`src/rtl/core/cfd_pkg.sv`:
```
// shared constants, types and crc helper for the frame deframer
`default_nettype none
package cfd_pkg;

	localparam int MAX_PAYLOAD = 32;
	localparam int LEN_W = $clog2(MAX_PAYLOAD + 1);
	localparam int ADDR_W = (MAX_PAYLOAD > 1) ? $clog2(MAX_PAYLOAD) : 1;
	localparam int BYTE_W = 8;
	localparam int PLEN_W = 6;
	localparam int LIMIT_W = 6;
	localparam int CRC_W = 16;
	localparam int CFG_IDX_W = 2;
	localparam int QUEUE_DEPTH = 2;
	localparam int QPTR_W = 1;
	localparam int QCNT_W = QPTR_W + 1;

	localparam logic [CFG_IDX_W-1:0] REG_SYNC_FIRST = 2'd0;
	localparam logic [CFG_IDX_W-1:0] REG_SYNC_SECOND = 2'd1;
	localparam logic [CFG_IDX_W-1:0] REG_LENGTH_LIMIT = 2'd2;

	localparam logic [BYTE_W-1:0] SYNC_FIRST_RST = 8'hAA;
	localparam logic [BYTE_W-1:0] SYNC_SECOND_RST = 8'h55;
	localparam logic [LIMIT_W-1:0] LENGTH_LIMIT_RST = 6'd32;

	localparam logic [CRC_W-1:0] CRC_POLY = 16'h1021;
	localparam logic [CRC_W-1:0] CRC_INIT = 16'hFFFF;

	typedef struct packed {
		logic [BYTE_W-1:0] sync_first;
		logic [BYTE_W-1:0] sync_second;
		logic [LIMIT_W-1:0] length_limit;
	} cfg_t;

	typedef struct packed {
		logic status;
		logic [BYTE_W-1:0] command;
		logic [BYTE_W-1:0] seqno;
		logic [LEN_W-1:0] length;
	} desc_t;

	typedef struct packed {
		logic en;
		logic [ADDR_W-1:0] addr;
		logic [BYTE_W-1:0] data;
	} wr_t;

	typedef struct packed {
		logic q_full;
		logic store_busy;
	} hold_t;

	function automatic logic [CRC_W-1:0] crc_byte(input logic [CRC_W-1:0] crc,
			input logic [BYTE_W-1:0] b);
		logic [CRC_W-1:0] c;
		c = crc ^ {b, 8'h00};
		for (int k = 0; k < BYTE_W; k++) begin
			if (c[CRC_W-1]) begin
				c = {c[CRC_W-2:0], 1'b0} ^ CRC_POLY;
			end else begin
				c = {c[CRC_W-2:0], 1'b0};
			end
		end
		return c;
	endfunction

endpackage
`default_nettype wire

```
`src/rtl/core/cfd_if.sv`:
```
// request channel interfaces: received bytes, results, register writes
`default_nettype none
interface cfd_rx_if;
	import cfd_pkg::*;
	logic valid;
	logic ready;
	logic [BYTE_W-1:0] rx_byte;
	modport source (output valid, output rx_byte, input ready);
	modport sink (input valid, input rx_byte, output ready);
endinterface

interface cfd_res_if;
	import cfd_pkg::*;
	logic valid;
	logic ready;
	logic status;
	logic [BYTE_W-1:0] command;
	logic [BYTE_W-1:0] sequence_res;
	logic [PLEN_W-1:0] payload_length;
	logic has_data;
	logic [BYTE_W-1:0] data_byte;
	logic last;
	modport source (output valid, output status, output command, output sequence_res,
		output payload_length, output has_data, output data_byte, output last,
		input ready);
	modport sink (input valid, input status, input command, input sequence_res,
		input payload_length, input has_data, input data_byte, input last,
		output ready);
endinterface

interface cfd_cfg_if;
	import cfd_pkg::*;
	logic valid;
	logic ready;
	logic [CFG_IDX_W-1:0] index;
	logic [BYTE_W-1:0] data;
	modport source (output valid, output index, output data, input ready);
	modport sink (input valid, input index, input data, output ready);
endinterface
`default_nettype wire

```
`src/rtl/core/cfd_front.sv`:
```
// frame parser: sync hunt, header capture, crc and payload store writes
`default_nettype none
module cfd_front (
	input wire logic clk,
	input wire logic arst_n,
	cfd_rx_if.sink rx,
	input wire cfd_pkg::cfg_t cfg_regs,
	input wire cfd_pkg::hold_t hold,
	output cfd_pkg::wr_t wr,
	output logic push,
	output cfd_pkg::desc_t push_desc
);
	import cfd_pkg::*;

	localparam logic [2:0] PH_HUNT = 3'd0;
	localparam logic [2:0] PH_SYNC2 = 3'd1;
	localparam logic [2:0] PH_LEN = 3'd2;
	localparam logic [2:0] PH_CMD = 3'd3;
	localparam logic [2:0] PH_SEQ = 3'd4;
	localparam logic [2:0] PH_DATA = 3'd5;
	localparam logic [2:0] PH_CRCLO = 3'd6;
	localparam logic [2:0] PH_CRCHI = 3'd7;

	logic [2:0] phase_q;
	logic [LEN_W-1:0] len_q;
	logic [BYTE_W-1:0] cmd_q;
	logic [BYTE_W-1:0] seq_q;
	logic [LEN_W-1:0] idx_q;
	logic [BYTE_W-1:0] crc_lo_q;
	logic [CRC_W-1:0] crc_q;

	logic acc;
	logic [BYTE_W-1:0] b;
	logic [BYTE_W-1:0] limit;
	logic [LEN_W-1:0] idx_inc;
	logic [CRC_W-1:0] crc_next;

	assign rx.ready = !((phase_q == PH_DATA) && hold.store_busy) &&
		!((phase_q == PH_CRCHI) && hold.q_full);
	assign acc = rx.valid && rx.ready;
	assign b = rx.rx_byte;
	assign limit = (BYTE_W'(cfg_regs.length_limit) < BYTE_W'(MAX_PAYLOAD)) ?
		BYTE_W'(cfg_regs.length_limit) : BYTE_W'(MAX_PAYLOAD);
	assign idx_inc = LEN_W'(idx_q + 1'b1);
	assign crc_next = crc_byte(crc_q, b);

	assign wr.en = acc && (phase_q == PH_DATA);
	assign wr.addr = idx_q[ADDR_W-1:0];
	assign wr.data = b;

	assign push = acc && (phase_q == PH_CRCHI);
	assign push_desc.status = ({b, crc_lo_q} != crc_q);
	assign push_desc.command = cmd_q;
	assign push_desc.seqno = seq_q;
	assign push_desc.length = len_q;

	always_ff @(posedge clk or negedge arst_n) begin
		if (!arst_n) begin
			phase_q <= PH_HUNT;
			idx_q <= '0;
			crc_q <= CRC_INIT;
		end else if (acc) begin
			unique case (phase_q)
				PH_HUNT: begin
					if (b == cfg_regs.sync_first) phase_q <= PH_SYNC2;
				end
				PH_SYNC2: begin
					if (b == cfg_regs.sync_second) begin
						phase_q <= PH_LEN;
						crc_q <= CRC_INIT;
					end else if (b != cfg_regs.sync_first) begin
						phase_q <= PH_HUNT;
					end
				end
				PH_LEN: begin
					crc_q <= crc_next;
					phase_q <= (b > limit) ? PH_HUNT : PH_CMD;
				end
				PH_CMD: begin
					crc_q <= crc_next;
					phase_q <= PH_SEQ;
				end
				PH_SEQ: begin
					crc_q <= crc_next;
					idx_q <= '0;
					phase_q <= (len_q != '0) ? PH_DATA : PH_CRCLO;
				end
				PH_DATA: begin
					crc_q <= crc_next;
					idx_q <= idx_inc;
					if (idx_inc >= len_q) phase_q <= PH_CRCLO;
				end
				PH_CRCLO: begin
					phase_q <= PH_CRCHI;
				end
				PH_CRCHI: begin
					phase_q <= PH_HUNT;
				end
				default: begin
					phase_q <= PH_HUNT;
				end
			endcase
		end
	end

	always_ff @(posedge clk) begin
		if (acc) begin
			if ((phase_q == PH_LEN) && (b <= limit)) len_q <= LEN_W'(b);
			if (phase_q == PH_CMD) cmd_q <= b;
			if (phase_q == PH_SEQ) seq_q <= b;
			if (phase_q == PH_CRCLO) crc_lo_q <= b;
		end
	end

endmodule
`default_nettype wire

```
`src/rtl/core/cfd_queue.sv`:
```
// two-entry descriptor queue between parser and result sequencer
`default_nettype none
module cfd_queue (
	input wire logic clk,
	input wire logic arst_n,
	input wire logic push,
	input wire cfd_pkg::desc_t push_desc,
	input wire logic pop,
	output cfd_pkg::desc_t head,
	output logic empty,
	output logic full
);
	import cfd_pkg::*;

	desc_t ent_q [QUEUE_DEPTH];
	logic [QPTR_W-1:0] wr_ptr_q;
	logic [QPTR_W-1:0] rd_ptr_q;
	logic [QCNT_W-1:0] cnt_q;

	assign empty = (cnt_q == '0);
	assign full = (cnt_q == QCNT_W'(QUEUE_DEPTH));
	assign head = ent_q[rd_ptr_q];

	always_ff @(posedge clk or negedge arst_n) begin
		if (!arst_n) begin
			wr_ptr_q <= '0;
			rd_ptr_q <= '0;
			cnt_q <= '0;
		end else begin
			if (push) wr_ptr_q <= QPTR_W'(wr_ptr_q + 1'b1);
			if (pop) rd_ptr_q <= QPTR_W'(rd_ptr_q + 1'b1);
			if (push && !pop) begin
				cnt_q <= QCNT_W'(cnt_q + 1'b1);
			end else if (pop && !push) begin
				cnt_q <= QCNT_W'(cnt_q - 1'b1);
			end
		end
	end

	always_ff @(posedge clk) begin
		if (push) ent_q[wr_ptr_q] <= push_desc;
	end

	a_no_overflow: assert property (@(posedge clk) disable iff (!arst_n)
		push |-> (!full || pop))
		else $error("descriptor pushed into a full queue");

	a_no_underflow: assert property (@(posedge clk) disable iff (!arst_n)
		pop |-> !empty)
		else $error("descriptor popped from an empty queue");

endmodule
`default_nettype wire

```
`src/rtl/core/cfd_back.sv`:
```
// payload store and result sequencer with registered output
`default_nettype none
module cfd_back (
	input wire logic clk,
	input wire logic arst_n,
	input wire cfd_pkg::wr_t wr,
	input wire cfd_pkg::desc_t head,
	input wire logic q_empty,
	output logic pop,
	output logic busy,
	cfd_res_if.source res
);
	import cfd_pkg::*;

	localparam logic [1:0] B_IDLE = 2'd0;
	localparam logic [1:0] B_ONE = 2'd1;
	localparam logic [1:0] B_BURST = 2'd2;

	logic [1:0] state_q;
	logic [1:0] state_d;
	desc_t cur_q;
	logic [LEN_W-1:0] idx_q;
	logic [LEN_W-1:0] idx_d;
	logic [LEN_W-1:0] idx_inc;
	logic [BYTE_W-1:0] mem [MAX_PAYLOAD];
	logic [BYTE_W-1:0] rd_data_q;
	logic slot_free;
	logic load;
	logic is_last;

	logic out_valid_q;
	logic status_q;
	logic [BYTE_W-1:0] command_q;
	logic [BYTE_W-1:0] seq_q;
	logic [PLEN_W-1:0] plen_q;
	logic has_data_q;
	logic [BYTE_W-1:0] data_q;
	logic last_q;

	assign slot_free = !out_valid_q || res.ready;
	assign idx_inc = LEN_W'(idx_q + 1'b1);
	assign is_last = (idx_inc == cur_q.length);
	assign busy = (state_q != B_IDLE);

	always_comb begin
		state_d = state_q;
		idx_d = idx_q;
		pop = 1'b0;
		load = 1'b0;
		unique case (state_q)
			B_IDLE: begin
				if (!q_empty) begin
					pop = 1'b1;
					idx_d = '0;
					state_d = (head.status || (head.length == '0)) ? B_ONE : B_BURST;
				end
			end
			B_ONE: begin
				if (slot_free) begin
					load = 1'b1;
					state_d = B_IDLE;
				end
			end
			B_BURST: begin
				if (slot_free) begin
					load = 1'b1;
					if (is_last) begin
						state_d = B_IDLE;
					end else begin
						idx_d = idx_inc;
					end
				end
			end
			default: begin
				state_d = B_IDLE;
			end
		endcase
	end

	always_ff @(posedge clk or negedge arst_n) begin
		if (!arst_n) begin
			state_q <= B_IDLE;
			idx_q <= '0;
			out_valid_q <= 1'b0;
		end else begin
			state_q <= state_d;
			idx_q <= idx_d;
			if (load) begin
				out_valid_q <= 1'b1;
			end else if (res.ready) begin
				out_valid_q <= 1'b0;
			end
		end
	end

	always_ff @(posedge clk) begin
		if (pop) cur_q <= head;
		if (load) begin
			status_q <= cur_q.status;
			command_q <= cur_q.command;
			seq_q <= cur_q.seqno;
			plen_q <= PLEN_W'(cur_q.length);
			has_data_q <= (state_q == B_BURST);
			data_q <= (state_q == B_BURST) ? rd_data_q : '0;
			last_q <= (state_q == B_ONE) || is_last;
		end
	end

	// payload store, read one entry ahead of the result register
	always_ff @(posedge clk) begin
		if (wr.en) mem[wr.addr] <= wr.data;
		rd_data_q <= mem[idx_d[ADDR_W-1:0]];
	end

	assign res.valid = out_valid_q;
	assign res.status = status_q;
	assign res.command = command_q;
	assign res.sequence_res = seq_q;
	assign res.payload_length = plen_q;
	assign res.has_data = has_data_q;
	assign res.data_byte = data_q;
	assign res.last = last_q;

	a_store_quiet: assert property (@(posedge clk) disable iff (!arst_n)
		wr.en |-> (state_q == B_IDLE) && q_empty)
		else $error("payload store written while a frame is pending");

	a_burst_index: assert property (@(posedge clk) disable iff (!arst_n)
		(state_q == B_BURST) |-> (idx_q < cur_q.length))
		else $error("burst index past frame length");

endmodule
`default_nettype wire

```
`src/rtl/core/crc_checked_frame_deframer_core.sv`:
```
// top level of the crc checked frame deframer
// Usage:
//   rx carries one received byte per request; res carries results; cfg writes
//   register 0 (first sync byte), 1 (second sync byte), 2 (length limit).
//   cfg is always ready and should be written only while the block is idle.
// Throughput: the parser takes one byte per cycle. It holds rx.ready low on a
//   payload byte while an earlier frame still waits in the descriptor queue or
//   is being read out of the payload store, and on the crc high byte while the
//   two-entry queue is full.
// Result path: after the crc high byte is taken, the descriptor passes through the
//   queue, the sequencer's cur_q register and the output register; a burst then
//   delivers one payload byte per cycle while res.ready is high, limited by the
//   single read port of the payload store. Reset: arst_n clears the parser to sync
//   hunt, empties the queue, drops any pending result and restores the register
//   defaults. The payload store is not cleared.
// Stalls: results are held in an output register until res.ready; the parser
//   keeps taking header bytes of the next frame meanwhile.
`default_nettype none
module crc_checked_frame_deframer_core (
	input wire logic clk,
	input wire logic arst_n,
	cfd_rx_if.sink rx,
	cfd_res_if.source res,
	cfd_cfg_if.sink cfg
);
	import cfd_pkg::*;

	cfg_t cfg_q;
	hold_t hold;
	wr_t wr;
	logic push;
	desc_t push_desc;
	logic pop;
	desc_t head;
	logic q_empty;
	logic q_full;
	logic back_busy;

	assign cfg.ready = 1'b1;

	always_ff @(posedge clk or negedge arst_n) begin
		if (!arst_n) begin
			cfg_q.sync_first <= SYNC_FIRST_RST;
			cfg_q.sync_second <= SYNC_SECOND_RST;
			cfg_q.length_limit <= LENGTH_LIMIT_RST;
		end else if (cfg.valid) begin
			unique case (cfg.index)
				REG_SYNC_FIRST: cfg_q.sync_first <= cfg.data;
				REG_SYNC_SECOND: cfg_q.sync_second <= cfg.data;
				REG_LENGTH_LIMIT: cfg_q.length_limit <= cfg.data[LIMIT_W-1:0];
				default: begin
				end
			endcase
		end
	end

	assign hold.q_full = q_full;
	assign hold.store_busy = !q_empty || back_busy;

	cfd_front u_front (
		.clk(clk),
		.arst_n(arst_n),
		.rx(rx),
		.cfg_regs(cfg_q),
		.hold(hold),
		.wr(wr),
		.push(push),
		.push_desc(push_desc)
	);

	cfd_queue u_queue (
		.clk(clk),
		.arst_n(arst_n),
		.push(push),
		.push_desc(push_desc),
		.pop(pop),
		.head(head),
		.empty(q_empty),
		.full(q_full)
	);

	cfd_back u_back (
		.clk(clk),
		.arst_n(arst_n),
		.wr(wr),
		.head(head),
		.q_empty(q_empty),
		.pop(pop),
		.busy(back_busy),
		.res(res)
	);

endmodule
`default_nettype wire

```
`src/flat_wrapper.sv`:
```
// flat-port wrapper written by rule: the top's interface ports become plain ports
module crc_checked_frame_deframer_core_flat import cfd_pkg::*;
  (clk, arst_n, rx_valid, rx_rx_byte, rx_ready, res_valid, res_status, res_command, res_sequence_res, res_payload_length, res_has_data, res_data_byte, res_last, res_ready, cfg_valid, cfg_index, cfg_data, cfg_ready);
  cfd_rx_if rx_i ();
  cfd_res_if res_i ();
  cfd_cfg_if cfg_i ();
  input wire logic clk;
  input wire logic arst_n;
  input wire logic [$bits(rx_i.valid)-1:0] rx_valid;
  input wire logic [$bits(rx_i.rx_byte)-1:0] rx_rx_byte;
  output wire logic [$bits(rx_i.ready)-1:0] rx_ready;
  output wire logic [$bits(res_i.valid)-1:0] res_valid;
  output wire logic [$bits(res_i.status)-1:0] res_status;
  output wire logic [$bits(res_i.command)-1:0] res_command;
  output wire logic [$bits(res_i.sequence_res)-1:0] res_sequence_res;
  output wire logic [$bits(res_i.payload_length)-1:0] res_payload_length;
  output wire logic [$bits(res_i.has_data)-1:0] res_has_data;
  output wire logic [$bits(res_i.data_byte)-1:0] res_data_byte;
  output wire logic [$bits(res_i.last)-1:0] res_last;
  input wire logic [$bits(res_i.ready)-1:0] res_ready;
  input wire logic [$bits(cfg_i.valid)-1:0] cfg_valid;
  input wire logic [$bits(cfg_i.index)-1:0] cfg_index;
  input wire logic [$bits(cfg_i.data)-1:0] cfg_data;
  output wire logic [$bits(cfg_i.ready)-1:0] cfg_ready;
  assign rx_i.valid = rx_valid;
  assign rx_i.rx_byte = rx_rx_byte;
  assign rx_ready = rx_i.ready;
  assign res_valid = res_i.valid;
  assign res_status = res_i.status;
  assign res_command = res_i.command;
  assign res_sequence_res = res_i.sequence_res;
  assign res_payload_length = res_i.payload_length;
  assign res_has_data = res_i.has_data;
  assign res_data_byte = res_i.data_byte;
  assign res_last = res_i.last;
  assign res_i.ready = res_ready;
  assign cfg_i.valid = cfg_valid;
  assign cfg_i.index = cfg_index;
  assign cfg_i.data = cfg_data;
  assign cfg_ready = cfg_i.ready;
  crc_checked_frame_deframer_core u_core (.clk(clk), .arst_n(arst_n), .rx(rx_i), .res(res_i), .cfg(cfg_i));
endmodule
```
`config.mk`:
```
export PLATFORM = sky130hd
export DESIGN_NAME = crc_checked_frame_deframer_core_flat
export DESIGN_NICKNAME = d
export VERILOG_FILES = /design/src/rtl/core/cfd_pkg.sv /design/src/rtl/core/cfd_if.sv /design/src/rtl/core/cfd_front.sv /design/src/rtl/core/cfd_queue.sv /design/src/rtl/core/cfd_back.sv /design/src/rtl/core/crc_checked_frame_deframer_core.sv /design/src/flat_wrapper.sv
export SDC_FILE = /design/constraint.sdc
export NUM_CORES = 1
export LEC_CHECK = 0
export BUFFER_PORTS_ARGS = -buffer_cell sky130_fd_sc_hd__buf_2
export CORE_MARGIN = 1
export CORE_UTILIZATION = 65
export CTS_CLUSTER_SIZE = 16
export DETAILED_ROUTE_END_ITERATION = 8
export GPL_TIMING_DRIVEN = 0
export PLACE_DENSITY = 0.86
export SYNTH_ARGS = -nofsm -noshare
export SYNTH_HDL_FRONTEND = slang
export SYNTH_HIERARCHICAL = 1
export SYNTH_SLANG_ARGS = --single-unit
```
`constraint.sdc`:
```
create_clock -name clk -period 8.2 [get_ports clk]
set_input_delay 0.41 -clock clk [delete_from_list [all_inputs] [get_ports clk]]
set_output_delay 0.41 -clock clk [all_outputs]
set_load 0.02 [all_outputs]
```
==> metrics.txt, run 1 <==
die footprint 30000 sq um; Final Max Tran Viols 0; Post-synth EDFFs 388; Starting Density 66.3%; Nets 1450; largest net degree at the start of global routing 61; Seq/Total Area, Yosys 70.0%; ant diodes 0; Max stage delay on crit path 0.88 ns; CORE AREA 28800 sq um; IO buf count 57; cts bufs inserted 43; Reg clk slew, reported paths 0.06 ns; share of cells above drive strength 1 21.0%; Crit path arrival time 5.46 ns; RSZ-0062 raised after global routing false; Buf/Inv on CP 4; Hold Path Class input port to asynchronous set/reset pin; cell family with most CP delay simple AND/OR/NAND/NOR gates; Placer Congestion 0.935; period utilization 61.3%; Clock Sinks 456; placed instance count 1748; WHS -0.0542 ns; Max Cap Viol 0; # resized after CTS 0; total routed wirelength 43.7 mm; P_sw 2.21 mW; TNS Setup 0 ns; Switching Share 31.9%; Avg Cell Area, Syn 14.6 sq um; Syn. warnings 6; Routed WL per cell 23.9 microns; via count 11900; Post-Route Skew 0.0301 ns; synthesized instance count 1305; endpoints failing setup 0; crit path max-delay cell type nor4_1; HPWL Detailed 27.9 mm; row count 62; failing checks hold timing; Logic pwr share 27.9%; headroom to the max-slew limit 12.9%; Async SR Flop Fraction 13.2%; PwrDens 326 nW/um^2; sequential power share 44.8%; pre-CTS setup slack 3.47 ns; drt first pass iters 6; Synth area leaders edfxtp_1 (61%), dfrtp_1 (4.6%), dfstp_2 (3.4%), nand2_1 (2.4%), mux2_2 (2.4%); Synth area leader edfxtp_1; maximum vdd ir drop 0.312 mV; critical-path cell list inv_1 > ha_1 > inv_1 > a21boi_0 > nand2_1 > o41ai_1 > or3_1 > clkbuf_1 > clkbuf_1 > nand3_1 > a21oi_1 > a2111oi_0 > nor4_1 > nor4b_2; setup bufs post-CTS 0; GR Util All Layers 29.9%; Yosys top cell area share 61.1%; Crit. End Element register; minimum clock period 5.03 ns; H-tree depth 2; worst slew pin tran 1.30 ns; distinct cell type count after synthesis 83; Detail Route Antenna Nets 0; Area Overhead vs Synth 11.3%; maximum clock rate 199 MHz; fin cells 1828; Worst Setup Path Type register to register; clock power share 27.3%; number of remaining DRC errors 0; vias per inst 6.52; PnR worst setup slack 3.17 ns; CTS tree yes; Critical Path Source Type register; Static Leak 7.54 nW; Primary FF master, synth edfxtp_1; worst-path fanout max 10; Net Count, Synth 1346; outcome complete, but fails checks; global-route wire length before repair 68.2 mm; vias in the first global route 12100; Root Driver clkbuf_16; initial antenna violation count 0; final hold vios 35; Post-CTS Hold Buffers 0; Yosys reg bits 456; Internal 4.71 mW; Worst EP required 8.64 ns; First DRT Iteration DRCs 1721; # IOs 59; mapped cell area 19100 sq um; clk_lat worst skew 0.56 ns; Max clock buf depth 3; grt ovf 0; Chip Width 173 microns; die extent in y 173 microns
[path summary, 6_finish.rpt]
kind | from | to | slack (ns) | cells after the start
worst min register to register | u_core/u_back/cur_q[16] | u_core/u_back/res.command[2] | 0.42 | 0
worst min-delay path | arst_n | u_core/u_queue/wr_ptr_q | -0.05 | 1
worst max register to register | u_core/u_back/state_q[0] | u_core/u_back/rd_data_q[2] | 3.17 | 14
worst max-delay path | u_core/u_back/state_q[0] | u_core/u_back/rd_data_q[2] | 3.17 | 14
min in group clk | cfg_data[6] | u_core/cfg_q[12] | 0.11 | 2
max in group asynchronous | arst_n | u_core/u_queue/rd_ptr_q | 7.73 | 1
[kinds of logic after synthesis]
family / share of synthesized area, %
flip-flops: 70.0
AND/OR/NAND/NOR: 11.0
AO/OA/AOI/OAI: 7.71
buffers and inverters: 3.03
XOR/XNOR: 2.94
multiplexers: 4.15
adder cells (fa/ha/maj): 1.18
other: 0.0197
[layer usage]
metal	vias to the layer above	part of all wire, %	global-route usage, %
li1	5154	-	-
met1	5845	38	41.0
met2	781	48	47.7
met3	139	10	5.75
met4	0	3.6	11.7
met5	-	0	0
[synthesized netlist by cell type (23+ instances only)]
library cell and n:
nand3_1 75, dfrtp_1 35, o21ai_0 46, a21oi_1 56, xor2_1 29, buf_4 23, nand2_1 124, nor2_1 54
and3_1 43, xnor2_1 35, dfstp_2 25, a211oi_1 32, edfxtp_1 388, mux2_2 41
[final cells by class]
| class | instances | area (sq um) |
|---|---|---|
| Sequential cell | 456 | 13300 |
| Fill cell | 1629 | 7550 |
| Multi-Input combinational cell | 751 | 5150 |
| Clock buffer | 53 | 1130 |
| Buffer | 74 | 485 |
| Tap cell | 384 | 480 |
| Timing Repair Buffer | 59 | 343 |
| Clock inverter | 27 | 199 |
| Inverter | 24 | 92.6 |
[flip-flops by register name, summed over array words and instances, names as in the netlist, 16 cells and up]
signal                flops
u_core/u_back/mem       256
u_core/cfg_q             22
u_core/u_front/crc_q     16
u_core/u_queue/ent_q     46
u_core/u_back/cur_q      23
[through the flow]
step | hold slack (ns) | power [mW] | utilization (%) | cell area (sq um)
detailed placement | 0.405 | 4.99 | 69.1 | 19900
finish | -0.0542 | 6.91 | 73.8 | 21200
CTS | 0.0986 | 6.89 | 73.8 | 21200
floorplan | 0.114 | 4.41 | - | 19100
global placement | 0.403 | 4.88 | 68.9 | 19800
global route | 0.00617 | 7.17 | 73.8 | 21200
[cells in the final DEF, fill, tap and decap left out, types with 15 or more instances in the layout]
cell       count
mux2_2        41
nand3_1       75
and3_1        43
buf_2         73
a21oi_1       56
nand2_1      124
dfrtp_1       35
nor2_1        53
inv_1         20
buf_4         24
o21ai_0       46
a211oi_1      32
clkbuf_16     44
mux2_4        19
edfxtp_1     388
ha_1          18
clkbuf_1      30
xor2_1        29
dfstp_2       25
a2111oi_0     15
xnor2_1       35
[power groups by stage]
stage / registers [mW] / clock network (mW) / logic [mW]
final: 3.09 / 1.89 / 1.93
after global routing: 3.13 / 1.98 / 2.06
after CTS: 3.10 / 1.90 / 1.89
after detailed placement: 3.13 / 0 / 1.86
after global placement: 3.12 / 0 / 1.76
after floorplan: 3.20 / 0 / 1.22
Note: power is estimated with default switching activity, not from simulation.
==> run 2: changes to the inputs <==
CORE_UTILIZATION = 56   (was 65)
PLACE_DENSITY = 0.79   (was 0.86)
clock period = 4.4 ns   (was 8.2 ns; I/O delays follow)
==> run 2 against run 1 <==
Net effect: worst hold slack improved by 0.11 ns; total power increased by 89%; the run now ends clean; count of clock-buffer cells in the layout increased by 3; combinational power increased by 85%; highest routed layer unchanged; setup slack got worse by 3.1 ns; wire length decreased by 2.7%.
==> metrics.txt, run 2 (synthesized netlist as in run 1, its figures left out) <==
outcome finished clean; Placer Congestion 0.889 (-4.9%); Max Cap Viol 0 (unchanged); Clock Sinks 456 (unchanged); Post-Route Skew 0.0192 ns (-0.0109 ns); Reg clk slew, reported paths 0.07 ns (about the same); clk_lat worst skew 0.54 ns (-0.02 ns); die extent in y 187 microns (+7.6%); number of remaining DRC errors 0 (unchanged); HPWL Detailed 27.5 mm (-1.4%); Nets 1459 (+0.62%); total routed wirelength 42.5 mm (-2.7%); Crit. End Element register; headroom to the max-slew limit 13.3% (+0.39 points); first element of the critical path u_core/u_back/idx_q[2]; largest net degree at the start of global routing 61 (unchanged); endpoints failing setup 0 (unchanged); CORE AREA 33500 sq um (+17%); vias in the first global route 11500 (-5.1%); placed instance count 1813 (+3.7%); cts bufs inserted 44 (+2.3%); ant diodes 0 (unchanged); Critical Path Source Type register; PnR worst setup slack 0.112 ns (-3.06 ns); worst slew pin tran 1.29 ns (-0.00579 ns); via count 11600 (-2.3%); Final Max Tran Viols 0 (unchanged); IO buf count 57 (unchanged); share of cells above drive strength 1 21.6% (+0.61 points); H-tree depth 2 (unchanged); Detail Route Antenna Nets 0 (unchanged); RSZ-0062 raised after global routing false; pre-CTS setup slack -0.341 ns (-3.81 ns); Hold Path Class input port to register; drt first pass iters 5 (-1); Worst Setup Path Type register to register; grt ovf 0 (unchanged); Max clock buf depth 3 (unchanged); Multi-input gate area 5210 sq um (+1.2%); WHS 0.0516 ns (+0.106 ns); global-route wire length before repair 64.7 mm (-5.1%); initial antenna violation count 1 (+1); Worst EP required 4.83 ns (-3.81 ns); biggest regs u_core/u_back/mem x256, u_core/u_queue/ent_q x46, u_core/u_back/cur_q x23; GR Util All Layers 24.1% (-5.7 points); PwrDens 606 nW/um^2 (+86%); final hold vios 0 (-100%); FF+latch area 13300 sq um (unchanged); Worst R2R Path Depth 13 (-1); First DRT Iteration DRCs 1345 (-22%); max reg flops 256 (unchanged); minimum clock period 4.29 ns (-0.737 ns); vias per inst 6.12 (-6.1%); row count 67 (+8.1%); Chip Width 187 microns (+7.6%); maximum clock rate 233 MHz (+17%); most frequent cells in the layout edfxtp_1 (388), nand2_1 (124), nand3_1 (74); fillers 2341 (+44%); total power draw 13.1 mW (+89%); Root Driver clkbuf_16; period utilization 97.5% (+36 points); largest reg by FF count u_core/u_back/mem; Hold Crit Depth 3; final instance area 21600 sq um (+1.5%); Static Leak 7.64 nW (+1.3%); worst hold start rx_valid; die footprint 34800 sq um (+16%); reg-to-reg startpoint u_core/u_back/idx_q[2]; setup bufs post-CTS 0 (unchanged); maximum vdd ir drop 0.417 mV (+34%); CTS tree yes; # IOs 59 (unchanged); Area after DPL 20000 sq um (+0.43%); most common cell after layout, fill and taps aside edfxtp_1; Area Overhead vs Synth 13.1%; Starting Density 56.9% (-9.4 points); fin cells 1902 (+4.0%); Crit path arrival time 4.71 ns (-0.75 ns); worst-path fanout max 10 (unchanged); Routed WL per cell 22.4 microns (-6.5%)
run 2: cell types whose count changed in the layout (fill, tap and decap cells not counted), sizes merged:
| cell | change |
|---|---|
| dlygate4sd3 | +9 |
| clkinv | -8 |
| bufinv | +3 |
| clkinvlp | +2 |
| inv | +2 |
| buf | +1 |
| clkbuf | +1 |
run 2: power breakdown:
group          switching [mW]  internal, mW
combinational            2.22          1.36
clock                    1.55          2.18
sequential              0.282          5.47
run 2: routing by layer:
layer / up-vias / wire (microns) / GRT usage [%]
met5: - / 0 / 0
met4: 0 / 1470 / 9.39
met3: 115 / 3470 / 3.16
met2: 609 / 20300 / 39.5
met1: 5752 / 17300 / 33.1
li1: 5172 / - / -
run 2: cell type report:
| cell class | count | share of cell area (%) |
|---|---|---|
| Sequential cell | 456 | 61.9 |
| Multi-Input combinational cell | 751 | 24.2 |
| Clock buffer | 56 | 5.41 |
| Tap cell | 448 | 2.60 |
| Buffer | 72 | 2.22 |
| Timing Repair Buffer | 69 | 2.02 |
| Clock inverter | 26 | 1.24 |
| Inverter | 24 | 0.429 |
run 2: metrics by stage:
step / setup TNS (ns) / util [%]
6_report: 0 / 64.3
4_1_cts: 0 / 64.2
3_5_place_dp: -1.18 / 59.6
3_3_place_gp: -0.318 / 59.4
5_1_grt: 0 / 64.3
2_1_floorplan: 0 / -
run 2: critical path: stages (launching register included):
cell	delay, ns
dfrtp_1	0.49
nand3_2	0.16
or3_4	0.42
a2111oi_4	0.42
o21ai_2	0.23
and3_4	0.27
buf_6	0.15
nor2_8	0.18
inv_2	0.06
nor2_1	0.29
buf_2	0.34
a2111oi_0	0.19
nor4_1	0.60
nor4b_4	0.36
run 2: final timing paths:
kind | end | slack (ns)
min reg2reg | u_core/u_back/res.command[5] | 0.42
min | u_core/u_front/phase_q[2] | 0.05
max | u_core/u_back/rd_data_q[3] | 0.11
max reg2reg | u_core/u_back/rd_data_q[3] | 0.11
max in group asynchronous | u_core/cfg_q[16] | 3.57
min in group asynchronous | u_core/u_queue/cnt_q[1] | 0.33
run 2: timing repair:
| item | CTS | global route |
|---|---|---|
| gates resized for setup | 3 | 7 |
| endpoints found under the setup margin | 6 | 16 |
| hold endpoints to repair | 56 | 0 |
| hold buffers | 9 | 0 |
==> run 3: changes to the inputs <==
PLACE_DENSITY = 0.76   (was 0.79)
==> run 3 against run 2 <==
Net effect: the run now ends with setup timing left; wire length grew 1.4%; critical path type unchanged; clock power grew 1%; highest routed layer is now met5; sequential share of layout area shrank 0.19 points; first-iteration DRC count shrank 12%; clock skew grew 0.0013 ns.
==> metrics.txt, run 3 (synthesized netlist as in run 1, its figures left out) <==
cts bufs inserted 45 (+2.3%); CTS tree yes; Detail Route Antenna Nets 0 (unchanged); headroom to the max-slew limit 14.1% (+0.79 points); setup bufs post-CTS 0 (unchanged); TNS Setup -0.0220 ns (-0.0220 ns); die footprint 34800 sq um (unchanged); Root Driver clkbuf_16; global-route wire length before repair 65.4 mm (+1.1%); via count 11600 (-0.33%); maximum vdd ir drop 0.375 mV (-10%); HPWL Detailed 27.7 mm (+0.46%); Final Max Tran Viols 0 (unchanged); Hold Path End u_core/u_front/phase_q[2]; biggest regs u_core/u_back/mem x256, u_core/u_queue/ent_q x46, u_core/u_back/cur_q x23; endpoints failing setup 1 (+1); First DRT Iteration DRCs 1179 (-12%); worst hold start rx_valid; Chip Width 187 microns (unchanged); flop2flop setup slack -0.02 ns (-0.13 ns); Worst Setup Path Type register to register; most frequent cells in the layout edfxtp_1 (388), nand2_1 (124), nand3_1 (75); WHS 0.0381 ns (-0.0134 ns); Max clock buf depth 3 (unchanged); period utilization 101% (+3.0 points); PwrDens 604 nW/um^2 (-0.31%); Nets 1459 (unchanged); Hold Crit Depth 3 (unchanged); Max Cap Viol 0 (unchanged); Worst EP required 4.82 ns (about the same); max reg flops 256 (unchanged); fillers 2385 (+1.9%); # IOs 59 (unchanged); row count 67 (unchanged); Crit. End Element register; clk_lat worst skew 0.56 ns (+0.02 ns); Static Leak 7.67 nW (+0.36%); minimum clock period 4.42 ns (+0.134 ns); failing checks setup timing; Hold Path Class input port to register; vias in the first global route 11300 (-1.2%); Reg clk slew, reported paths 0.06 ns (about the same); RSZ-0062 raised after global routing true; die extent in y 187 microns (unchanged); Routed WL per cell 22.7 microns (+1.4%); PnR worst setup slack -0.0220 ns (-0.134 ns); most common cell after layout, fill and taps aside edfxtp_1; IO buf count 57 (unchanged); GR Util All Layers 24.7% (+0.61 points); fin util 64.5% (+0.20 points); first element of the critical path u_core/u_back/idx_q[0]; grt ovf 0 (unchanged); total routed wirelength 43.1 mm (+1.4%); fin cells 1903 (+0.053%); ant diodes 0 (unchanged); placed instance count 1812 (-0.055%); largest net degree at the start of global routing 61 (unchanged); worst-path fanout max 9 (-1); reg-to-reg startpoint u_core/u_back/idx_q[0]; initial antenna violation count 1 (unchanged); Placer Congestion 0.867 (-2.5%); Crit path arrival time 4.84 ns (+0.13 ns); drt first pass iters 7 (+2); worst slew pin tran 1.28 ns (-0.0118 ns); H-tree depth 2 (unchanged); Post-Route Skew 0.0205 ns (+0.00131 ns); final hold vios 0 (unchanged); Worst R2R Path Depth 10 (-3); maximum clock rate 226 MHz (-3.0%); Area Overhead vs Synth 13.4%; FF-to-FF End u_core/u_back/rd_data_q[3]; Critical Path Source Type register; Clock Sinks 456 (unchanged); CORE AREA 33500 sq um (unchanged); share of cells above drive strength 1 22.0% (+0.40 points); largest reg by FF count u_core/u_back/mem; vias per inst 6.10 (-0.39%); number of remaining DRC errors 0 (unchanged); Starting Density 56.9% (unchanged); outcome complete, but fails checks
[run 3: cell count changes in the layout (fill, tap and decap cells not counted), moves of 2 or more]
cell        change
clkbuf_8        +8
clkinv_2        -2
nor4_4          +2
bufinv_16       -2
nor4_1          -2
clkinv_4        +3
clkbuf_1        -2
a2111oi_2       +2
clkinvlp_4      -3
inv_6           -2
a2111oi_1       +5
clkinv_8        +2
a2111oi_0       -7
[run 3: report_power, final]
part | leakage [nW] | internal [mW] | switching, mW
clock | 0.730 | 2.21 | 1.58
sequential | 4.29 | 5.47 | 0.277
combinational | 2.65 | 1.34 | 2.20
total | 7.67 | 9.02 | 4.05
[run 3: worst max path at each step]
stage / depth (start not counted) / endpoint
final: 10 / u_core/u_back/rd_data_q[3]
after global routing: 10 / u_core/u_back/rd_data_q[3]
after CTS: 10 / u_core/u_back/rd_data_q[2]
after detailed placement: 12 / u_core/u_back/rd_data_q[7]
after global placement: 12 / u_core/u_back/rd_data_q[7]
after floorplan: 11 / u_core/u_back/mem[0][0]
[run 3: through the flow]
step | power (mW) | area, sq um | setup WS, ns
after CTS | 13.1 | 21600 | 0.0859
after global placement | 9.13 | 19900 | -0.150
after floorplan | 8.23 | 19100 | 1.10
after detailed placement | 9.25 | 20000 | -0.182
final | 13.1 | 21600 | -0.0220
after global routing | 13.6 | 21600 | -0.121
[run 3: what timing repair did]
| action | CTS | global route |
|---|---|---|
| endpoints found under the setup margin | 6 | 14 |
| cloned | 0 | 0 |
| hold buffers | 9 | 0 |
| pin swaps | 0 | 4 |
| gates resized for setup | 4 | 17 |
| hold endpoints to repair | 57 | 0 |
[run 3: critical path, stage by stage (launching register included)]
cell       delay [ns]
dfrtp_1          0.52
nand3_2          0.20
or3_4            0.44
a2111oi_4        0.40
o21ai_2          0.22
and2_4           0.23
a32oi_2          0.46
nand3_1          0.43
a2111oi_0        0.99
nor4_2           0.15
nor4b_2          0.23
[run 3: metal layers]
layer / up-vias / wire length, microns / GRT usage, %
li1: 5176 / - / -
met1: 5730 / 17800 / 34.6
met2: 598 / 20400 / 38.8
met3: 103 / 3810 / 4.66
met4: 2 / 1160 / 9.27
met5: - / 8 / 0
[run 3: area by class of cell]
type	count	area [sq um]	area share, %
sequential	456	13300	61.7
multi-input combinational	751	5250	24.3
clock buffer	62	1270	5.87
tap	448	561	2.59
buffer	72	478	2.21
timing repair buffer	68	420	1.94
clock inverter	22	214	0.989
inverter	24	92.6	0.428
